[src/sv/assert_macros.svh]
// shared assertion macros
`ifndef ASSERT_MACROS_SVH
`define ASSERT_MACROS_SVH

// implication checked every clock outside reset
`define ASSERT_IMPL(label, clk, rst_n, ante, cons) \
    label: assert property (@(posedge clk) disable iff (!rst_n) (ante) |-> (cons)) \
        else $error("assertion failed");

// next-cycle implication
`define ASSERT_NEXT(label, clk, rst_n, ante, cons) \
    label: assert property (@(posedge clk) disable iff (!rst_n) (ante) |=> (cons)) \
        else $error("assertion failed");

`endif

[src/sv/q2e_pkg.sv]
package q2e_pkg;

    localparam int TAB_LEN = 24;
    // cordic datapath width: operands reach about 2^31, growth bounded by 1.65
    localparam int CW = 36;
    // angle accumulator in 2^-16 degree
    localparam int AW = 26;
    localparam int QW = 16;
    localparam int OW = 17;

    localparam logic [1:0] CASE_GEN = 2'd0;
    localparam logic [1:0] CASE_POS = 2'd1;
    localparam logic [1:0] CASE_NEG = 2'd2;

    localparam logic signed [AW-1:0] DEG180 = AW'(180 * 65536);
    localparam logic signed [OW-1:0] FULL_TURN = OW'(46080);
    localparam logic signed [OW-1:0] QUARTER_TURN = OW'(11520);

    typedef logic signed [CW-1:0] cw_t;
    typedef logic signed [AW-1:0] ang_t;

    // one atan2 lane as it moves along the chain
    typedef struct packed {
        cw_t  xv;
        cw_t  yv;
        ang_t acc;
        logic fixed;
    } lane_t;

    // side data that travels alongside the lanes
    typedef struct packed {
        logic [1:0] kase;
        logic       ax_sat;
        logic       ax_neg;
    } side_t;

    function automatic ang_t atan_entry(input int i);
        ang_t r;
        case (i)
            0: r = AW'(2949120);
            1: r = AW'(1740967);
            2: r = AW'(919879);
            3: r = AW'(466945);
            4: r = AW'(234379);
            5: r = AW'(117304);
            6: r = AW'(58666);
            7: r = AW'(29335);
            8: r = AW'(14668);
            9: r = AW'(7334);
            10: r = AW'(3667);
            11: r = AW'(1833);
            12: r = AW'(917);
            13: r = AW'(458);
            14: r = AW'(229);
            15: r = AW'(115);
            16: r = AW'(57);
            17: r = AW'(29);
            18: r = AW'(14);
            19: r = AW'(7);
            20: r = AW'(4);
            21: r = AW'(2);
            22: r = AW'(1);
            default: r = '0;
        endcase
        return r;
    endfunction

    // prepare a lane: zero and negative-x handling ahead of the rotations
    function automatic lane_t lane_init(input cw_t yv, input cw_t xv);
        lane_t l;
        l.fixed = 1'b0;
        l.acc = '0;
        l.xv = xv;
        l.yv = yv;
        if (yv == 0) begin
            l.fixed = 1'b1;
            l.acc = (xv < 0) ? DEG180 : ang_t'(0);
        end else if (xv < 0) begin
            l.acc = (yv > 0) ? DEG180 : -DEG180;
            l.xv = -xv;
            l.yv = -yv;
        end
        return l;
    endfunction

endpackage

[src/sv/q2e_back.sv]
module q2e_back (
    input  logic                  clk,
    input  logic                  rst_n,
    input  logic                  en,
    input  logic                  wrap,
    input  logic                  vin,
    input  q2e_pkg::lane_t [2:0]  lin,
    input  q2e_pkg::side_t        sin,
    output logic                  vout,
    output logic signed [16:0]    ax,
    output logic signed [16:0]    ay,
    output logic signed [16:0]    az,
    output logic [1:0]            kase
);
    import q2e_pkg::*;

    logic signed [OW-1:0] ax_reg, ay_reg, az_reg;
    logic [1:0] kase_reg;
    logic valid_reg;

    function automatic logic signed [OW-1:0] fin(input logic signed [OW-1:0] a,
                                                input logic w);
        logic signed [OW-1:0] r;
        r = a;
        if (w && r < 0)
            r = r + FULL_TURN;
        return r;
    endfunction

    function automatic logic signed [OW-1:0] rnd_fin(input ang_t a, input int s,
                                                    input logic neg, input logic w);
        ang_t c;
        logic signed [AW:0] t;
        logic signed [AW:0] r;
        c = (a > DEG180) ? DEG180 : ((a < -DEG180) ? -DEG180 : a);
        t = neg ? -(AW+1)'(c) : (AW+1)'(c);
        r = (t + ((AW+1)'(1) <<< (s - 1))) >>> s;
        return fin(OW'(r), w);
    endfunction

    always_ff @(posedge clk or negedge rst_n)
    begin
        if (!rst_n)
            valid_reg <= 1'b0;
        else if (en)
            valid_reg <= vin;
    end

    always_ff @(posedge clk)
    begin
        if (en)
        begin
            kase_reg <= sin.kase;
            if (sin.kase == CASE_POS)
            begin
                ax_reg <= QUARTER_TURN;
                ay_reg <= rnd_fin(lin[0].acc, 8, 1'b0, wrap);
                az_reg <= '0;
            end
            else if (sin.kase == CASE_NEG)
            begin
                ax_reg <= fin(-QUARTER_TURN, wrap);
                ay_reg <= rnd_fin(lin[0].acc, 8, 1'b1, wrap);
                az_reg <= '0;
            end
            else
            begin
                if (sin.ax_sat)
                    ax_reg <= fin(sin.ax_neg ? -QUARTER_TURN : QUARTER_TURN, wrap);
                else
                    ax_reg <= rnd_fin(lin[0].acc, 9, 1'b0, wrap);
                ay_reg <= rnd_fin(lin[1].acc, 9, 1'b0, wrap);
                az_reg <= rnd_fin(lin[2].acc, 9, 1'b0, wrap);
            end
        end
    end

    assign vout = valid_reg;
    assign ax = ax_reg;
    assign ay = ay_reg;
    assign az = az_reg;
    assign kase = kase_reg;
endmodule

[config.mk]
export PLATFORM = sky130hd
export DESIGN_NAME = q2e_back
export DESIGN_NICKNAME = d
export VERILOG_FILES = /design/src/sv/assert_macros.svh /design/src/sv/q2e_pkg.sv /design/src/sv/q2e_back.sv
export SDC_FILE = /design/constraint.sdc
export NUM_CORES = 1
export LEC_CHECK = 0
export BUFFER_PORTS_ARGS = -buffer_cell sky130_fd_sc_hd__buf_2
export CAP_MARGIN = 30
export CORE_AREA = 2 2 142 144
export CTS_BUF_LIST = sky130_fd_sc_hd__clkbuf_16
export CTS_CLUSTER_SIZE = 16
export DETAILED_ROUTE_END_ITERATION = 8
export DIE_AREA = 0 0 144 146
export MAX_ROUTING_LAYER = met4
export PLACE_DENSITY = 0.54
export SLEW_MARGIN = 40
export SYNTH_ARGS = -nofsm -noshare
export SYNTH_HDL_FRONTEND = slang
export SYNTH_SLANG_ARGS = --single-unit
[constraint.sdc]
create_clock -name clk -period 0.9 [get_ports clk]
set_clock_uncertainty 0.1 [all_clocks]
set_input_delay 0 -clock clk [delete_from_list [all_inputs] [get_ports clk]]
set_output_delay 0 -clock clk [all_outputs]
set_load 0.1 [all_outputs]
==> out/metrics.yaml, run 1 <==
status:
  status: "complete, but fails checks"
  violations: "hold timing, setup timing"
grt:
  track_usage: 0.213
  grt_pass1_vias: 6512
  use_met1: 0.283
  grt_pass1_wl_mm: 34.3
  use_met3: 0.0283
  use_met2: 0.334
  overflow: 0
  antenna_found_initial: 3
  grt.busiest_layer: "met2"
  grt_max_degree: 26
placed_design:
  port_buffers: 140
  post-dp-hpwl_mm: 16.5
  place_ws_ps: -3000
  dp.cells: 1242
  placed_cell_area_um2: 8910
  place_congestion: 0.919
die:
  dieArea_um2: 21000
  die_y_um: 146
  ioPinCount: 360
  die_w_um: 144
  fp.coreArea_um2: 19300
  rows: 51
  initial_core_util: 0.280
yosys:
  synth_edf_count: 53
  synth_seq_area_share: 0.299
  synth_area_leaders: "edfxtp_1, xnor2_1, xor2_1"
  syn_nets: 989
  avgSynthCellArea_um2: 8.12
  yosysWarningCount: 0
  synth_cells: 667
  yosys.area.top_type: "edfxtp_1"
  syn_area_um2: 5420
  synth_flop_cell: "edfxtp_1"
  synth_commonest_cells: "nor2_1, nand2_1, xnor2_1, edfxtp_1"
  yosysMostFrequentCell: "nor2_1"
  synth_top_area_share: 0.294
  synthArstFlopShare: 0.0185
  ys_ff_latch: 54
  synth.distinct_cells: 70
timing:
  maxSlewViolCount: 0
  max_freq_ghz: 0.284
  hold_violations: 1
  period_needed_ps: 3530
  setup_viol: 106
  max_slew_margin: 0.624
  finalCritPeriodShare: 3.92
  setup_slack_ps: -2630
  tns_ps: -96650
  worst_pin_slew_ps: 560
  rsz0062_at_grt: "yes"
  hold_slack_ps: -2.68
layout:
  multi_input_area_um2: 4370
  design_area_um2: 10000
  final_cells: 1277
  utilization: 0.518
  syn2layout_area_growth_pct: 85.1
  register_area_um2: 1620
  fillCellCount: 1739
  drive_gt1_frac: 0.516
  finalNetCount: 1330
detailed_routing:
  drc: 0
  drtIter0Drc: 530
  wl_mm: 21.6
  ant_nets: 0
  drt_first_pass_iters: 5
  wl_per_cell_um: 16.9
  dr_total_vias: 6431
  viasPerCell: 5.04
job:
  drv_cap: 0
clock_network:
  clkSlewWorstSetupHoldPaths_ps: 80
  cts_buffers: 5
  clock-sinks: 54
  cts_hold_buffers: 5
  clockRootBuffer: "clkbuf_16"
  clk_latency_ps: 300
  htreeDepth: 2
  cts_tree: "yes"
  clockBufferDepth: 2
critical_path:
  required_ps: 860
  path_class: "input port to flop"
  worstPathMaxFanout: 4
  cp-start-kind: "input port"
  crit_path_end_kind: "flop"
  cp_data_arrival_time_ps: 3490
power_and_ir_drop:
  p_total_mw: 12.6
  vdd_drop_max_v: 0.000958
  powerDensity_nw_per_um2: 1260
  p_leak_nw: 4.10
min_path:
  hp-class: "input port to flop"
[cell usage in the layout, fill, tap and decap left out, types with 24 or more instances in the layout]
master,instances
a21oi_1,25
buf_12,57
buf_2,80
buf_4,200
buf_6,30
edfxtp_1,53
nand2_1,55
nand3_1,28
nand4_1,24
nor2_1,59
xnor2_1,42
xor2_1,27
[final timing paths]
check	from	to	slack, ps	cells after the start
max	lin[4]	ax[14]	-2630	17
max reg2reg	vout	vout	-80	1
min	en	vout	-3	2
min reg2reg	vout	vout	510	1
max in group asynchronous	rst_n	vout	160	3
min in group asynchronous	rst_n	vout	430	3
[cell type report]
| class | count | share of cell area |
|---|---|---|
| Multi-Input combinational cell | 552 | 0.436 |
| Timing Repair Buffer | 373 | 0.345 |
| Sequential cell | 54 | 0.162 |
| Tap cell | 265 | 0.0331 |
| Clock buffer | 5 | 0.0125 |
| Inverter | 22 | 0.00874 |
| Clock inverter | 3 | 0.00250 |
| Antenna cell | 3 | 0.000749 |
[power by group]
| part | switching, mW | internal, mW |
|---|---|---|
| logic | 4.17 | 3.03 |
| clock network | 1.05 | 1.05 |
| registers | 0.228 | 3.10 |
[layer usage]
layer | routed length (um) | vias up
met1 | 9670 | 3061
met4 | 563 | 0
met3 | 980 | 39
met5 | 0 | -
li1 | - | 3142
met2 | 10400 | 189
[worst max-delay path, cell delays in order]
cell	delay, ps
buf_6	90
or4_4	550
or3_4	370
o41a_1	370
nor2_4	180
nand2_2	80
inv_2	70
ha_4	160
and3_4	200
nand4_1	200
nor2_1	180
xor2_1	90
o21ai_1	150
or3b_4	420
nor3b_1	160
a21oi_1	120
o22ai_1	90
[logic make-up after synthesis]
family                     synth area share
xor gates and xnor gates              0.139
muxes                                0.0152
AOI/OAI and AO/OA                     0.181
buffers and inverters                0.0434
DFF                                   0.299
and+or+nand+nor                       0.286
adders and majority gates            0.0370
[what timing repair did]
| item | 4_1_cts | 5_1_grt |
|---|---|---|
| gates resized for setup | 108 | 65 |
| buffers inserted | 35 | 13 |
| hold endpoints to repair | 4 | 1 |
| cloned | 1 | 0 |
| setup endpoints to repair | 106 | 106 |
| pin swaps | 81 | 53 |
Power figures use the tool's default switching activity.
==> run 2: changes to the inputs <==
--- a/config.mk
+++ b/config.mk
@@ -5,7 +5,7 @@
 export SDC_FILE = /design/constraint.sdc
 export NUM_CORES = 1
 export LEC_CHECK = 0
-export BUFFER_PORTS_ARGS = -buffer_cell sky130_fd_sc_hd__buf_2
+export BUFFER_PORTS_ARGS = -buffer_cell sky130_fd_sc_hd__buf_4
 export CAP_MARGIN = 30
 export CORE_AREA = 2 2 142 144
 export CTS_BUF_LIST = sky130_fd_sc_hd__clkbuf_16
==> out/metrics.yaml, run 2 (synthesis gave the netlist of run 1 again) <==
status:
  status: "complete, but fails checks"  # unchanged
  violations: "hold timing, setup timing"  # unchanged
grt:
  grt_pass1_vias: 6542  # was 6,512
  grt_max_degree: 29  # was 26
  grt_pass1_wl_mm: 34.2  # was 34.3 mm
  antenna_found_initial: 1  # was 3
  overflow: 0  # unchanged
  track_usage: 0.214  # was 0.213
detailed_routing:
  viasPerCell: 5.01  # was 5.04
  ant_nets: 0  # unchanged
  drtIter0Drc: 470  # was 530
  drc: 0  # unchanged
  dr_total_vias: 6515  # was 6,431
  wl_per_cell_um: 16.9  # about the same
  drt_first_pass_iters: 5  # unchanged
  wl_mm: 22.0  # was 21.6 mm
die:
  initial_core_util: 0.280  # unchanged
  die_w_um: 144  # unchanged
  dieArea_um2: 21000  # unchanged
  rows: 51  # unchanged
  die_y_um: 146  # unchanged
  ioPinCount: 360  # unchanged
  fp.coreArea_um2: 19300  # unchanged
clock_network:
  cts_hold_buffers: 5  # unchanged
  clockBufferDepth: 2  # unchanged
  htreeDepth: 2  # unchanged
  cts_tree: "yes"  # unchanged
  clk_latency_ps: 300  # about the same
  clkSlewWorstSetupHoldPaths_ps: 90  # was 80 ps
  clockRootBuffer: "clkbuf_16"  # unchanged
  clock-sinks: 54  # unchanged
  cts_buffers: 5  # unchanged
timing:
  max_slew_margin: 0.578  # was 0.624
  setup_slack_ps: -2620  # was -2630 ps
  hold_slack_ps: -102  # was -2.68 ps
  rsz0062_at_grt: "yes"  # unchanged
  hold_violations: 1  # unchanged
  maxSlewViolCount: 0  # unchanged
  setup_viol: 106  # unchanged
  tns_ps: -98230  # was -96,650 ps
  max_freq_ghz: 0.284  # about the same
  finalCritPeriodShare: 3.92  # about the same
  period_needed_ps: 3520  # was 3530 ps
  worst_pin_slew_ps: 628  # was 560 ps
critical_path:
  crit_path_end_kind: "flop"  # unchanged
  required_ps: 960  # was 860 ps
  worstPathMaxFanout: 5  # was 4
  cp-start-kind: "input port"  # unchanged
  path_class: "input port to flop"  # unchanged
  cp_data_arrival_time_ps: 3580  # was 3490 ps
placed_design:
  dp.cells: 1254  # was 1,242
  place_congestion: 0.908  # was 0.919
  port_buffers: 140  # unchanged
  post-dp-hpwl_mm: 16.6  # was 16.5 mm
  place_ws_ps: -3070  # was -3000 ps
  placed_cell_area_um2: 8540  # was 8910 um^2
power_and_ir_drop:
  vdd_drop_max_v: 0.000855  # was 0.000958 V
  powerDensity_nw_per_um2: 1240  # was 1260 nW/um^2
  p_leak_nw: 4.13  # was 4.10 nW
layout:
  final_common_cell: "buf_4"  # unchanged
  final_cells: 1301  # was 1,277
  fillCellCount: 1851  # was 1,739
  design_area_um2: 10000  # about the same
  mostFrequentLayoutCells: "buf_4, buf_6, nand2_1, nor2_1, edfxtp_1"  # was buf_4, buf_2, nor2_1, buf_12, nand2_1
  drive_gt1_frac: 0.529  # was 0.516
  utilization: 0.518  # about the same
  syn2layout_area_growth_pct: 85.1  # about the same
  finalNetCount: 1356  # was 1,330
min_path:
  hp-class: "input port to flop"  # unchanged
job:
  drv_cap: 0  # unchanged
run 2: cell count changes in the layout (fill, tap and decap cells not counted), sizes merged:
cell | before | now
bufbuf | 0 | 1
clkinvlp | 1 | 0
buf | 368 | 393
inv | 23 | 22
clkinv | 1 | 3
diode | 3 | 1
run 2: report_power, final:
group	switching, mW	leakage, nW	internal (mW)	total [mW]
Sequential	0.145	0.523	3.09	3.24
Combinational	4.23	3.54	2.82	7.04
Clock	1.09	0.0740	1.05	2.14
run 2: per-stage QoR:
step                total power [mW]  hold slack, ps
floorplan                       6.97            -396
global placement                9.17            -323
detailed placement              9.19            -322
CTS                             12.2            -109
global route                    13.0            -112
finish                          12.4            -102
run 2: metal layers:
| metal | GRT usage | up-vias | wire length, um |
|---|---|---|---|
| met2 | 0.341 | 165 | 10600 |
| met4 | 0.0598 | 0 | 516 |
| met5 | - | - | 0 |
| met1 | 0.286 | 3137 | 9960 |
| met3 | 0.0260 | 33 | 889 |
| li1 | - | 3180 | - |
run 2: final cells by class:
type                    instances  area [um^2]  share of cell area
well taps                     265          332              0.0331
clock inverters                 3         26.3             0.00262
repair buffers                399         3420               0.341
inverters                      22         87.6             0.00874
diodes                          1         2.50            0.000250
multi-input cells             552         4410               0.440
flip-flops and latches         54         1620               0.162
clock buffers                   5          125              0.0125
run 2: what timing repair did:
| action | in CTS | in global routing |
|---|---|---|
| endpoints found under the hold margin | 4 | 1 |
| pin swaps | 89 | 63 |
| endpoints found under the setup margin | 106 | 106 |
| resized for setup | 184 | 56 |
| gates cloned | 1 | 0 |
| setup buffers | 33 | 15 |
run 2: worst max-delay path: stages:
cell,delay [ps]
buf_4,110
or4_4,530
or3_4,350
o41a_1,370
nor2_4,170
nand2_2,80
inv_2,80
ha_4,130
and3_4,190
nand4_1,240
buf_4,240
nor3_4,120
mux2i_1,200
nand2_1,140
a21oi_1,170
nor2_1,70
xor2_1,170
a221oi_2,230
run 2: worst paths after layout:
path | from | end | slack [ps] | cells after the start
setup / recovery | lin[5] | ay[15] | -2620 | 18
max in group asynchronous | rst_n | vout | 130 | 3
min in group asynchronous | rst_n | vout | 460 | 3
hold reg to reg | vout | vout | 500 | 1
hold / removal | en | vout | -100 | 2
setup reg to reg | vout | vout | -60 | 1
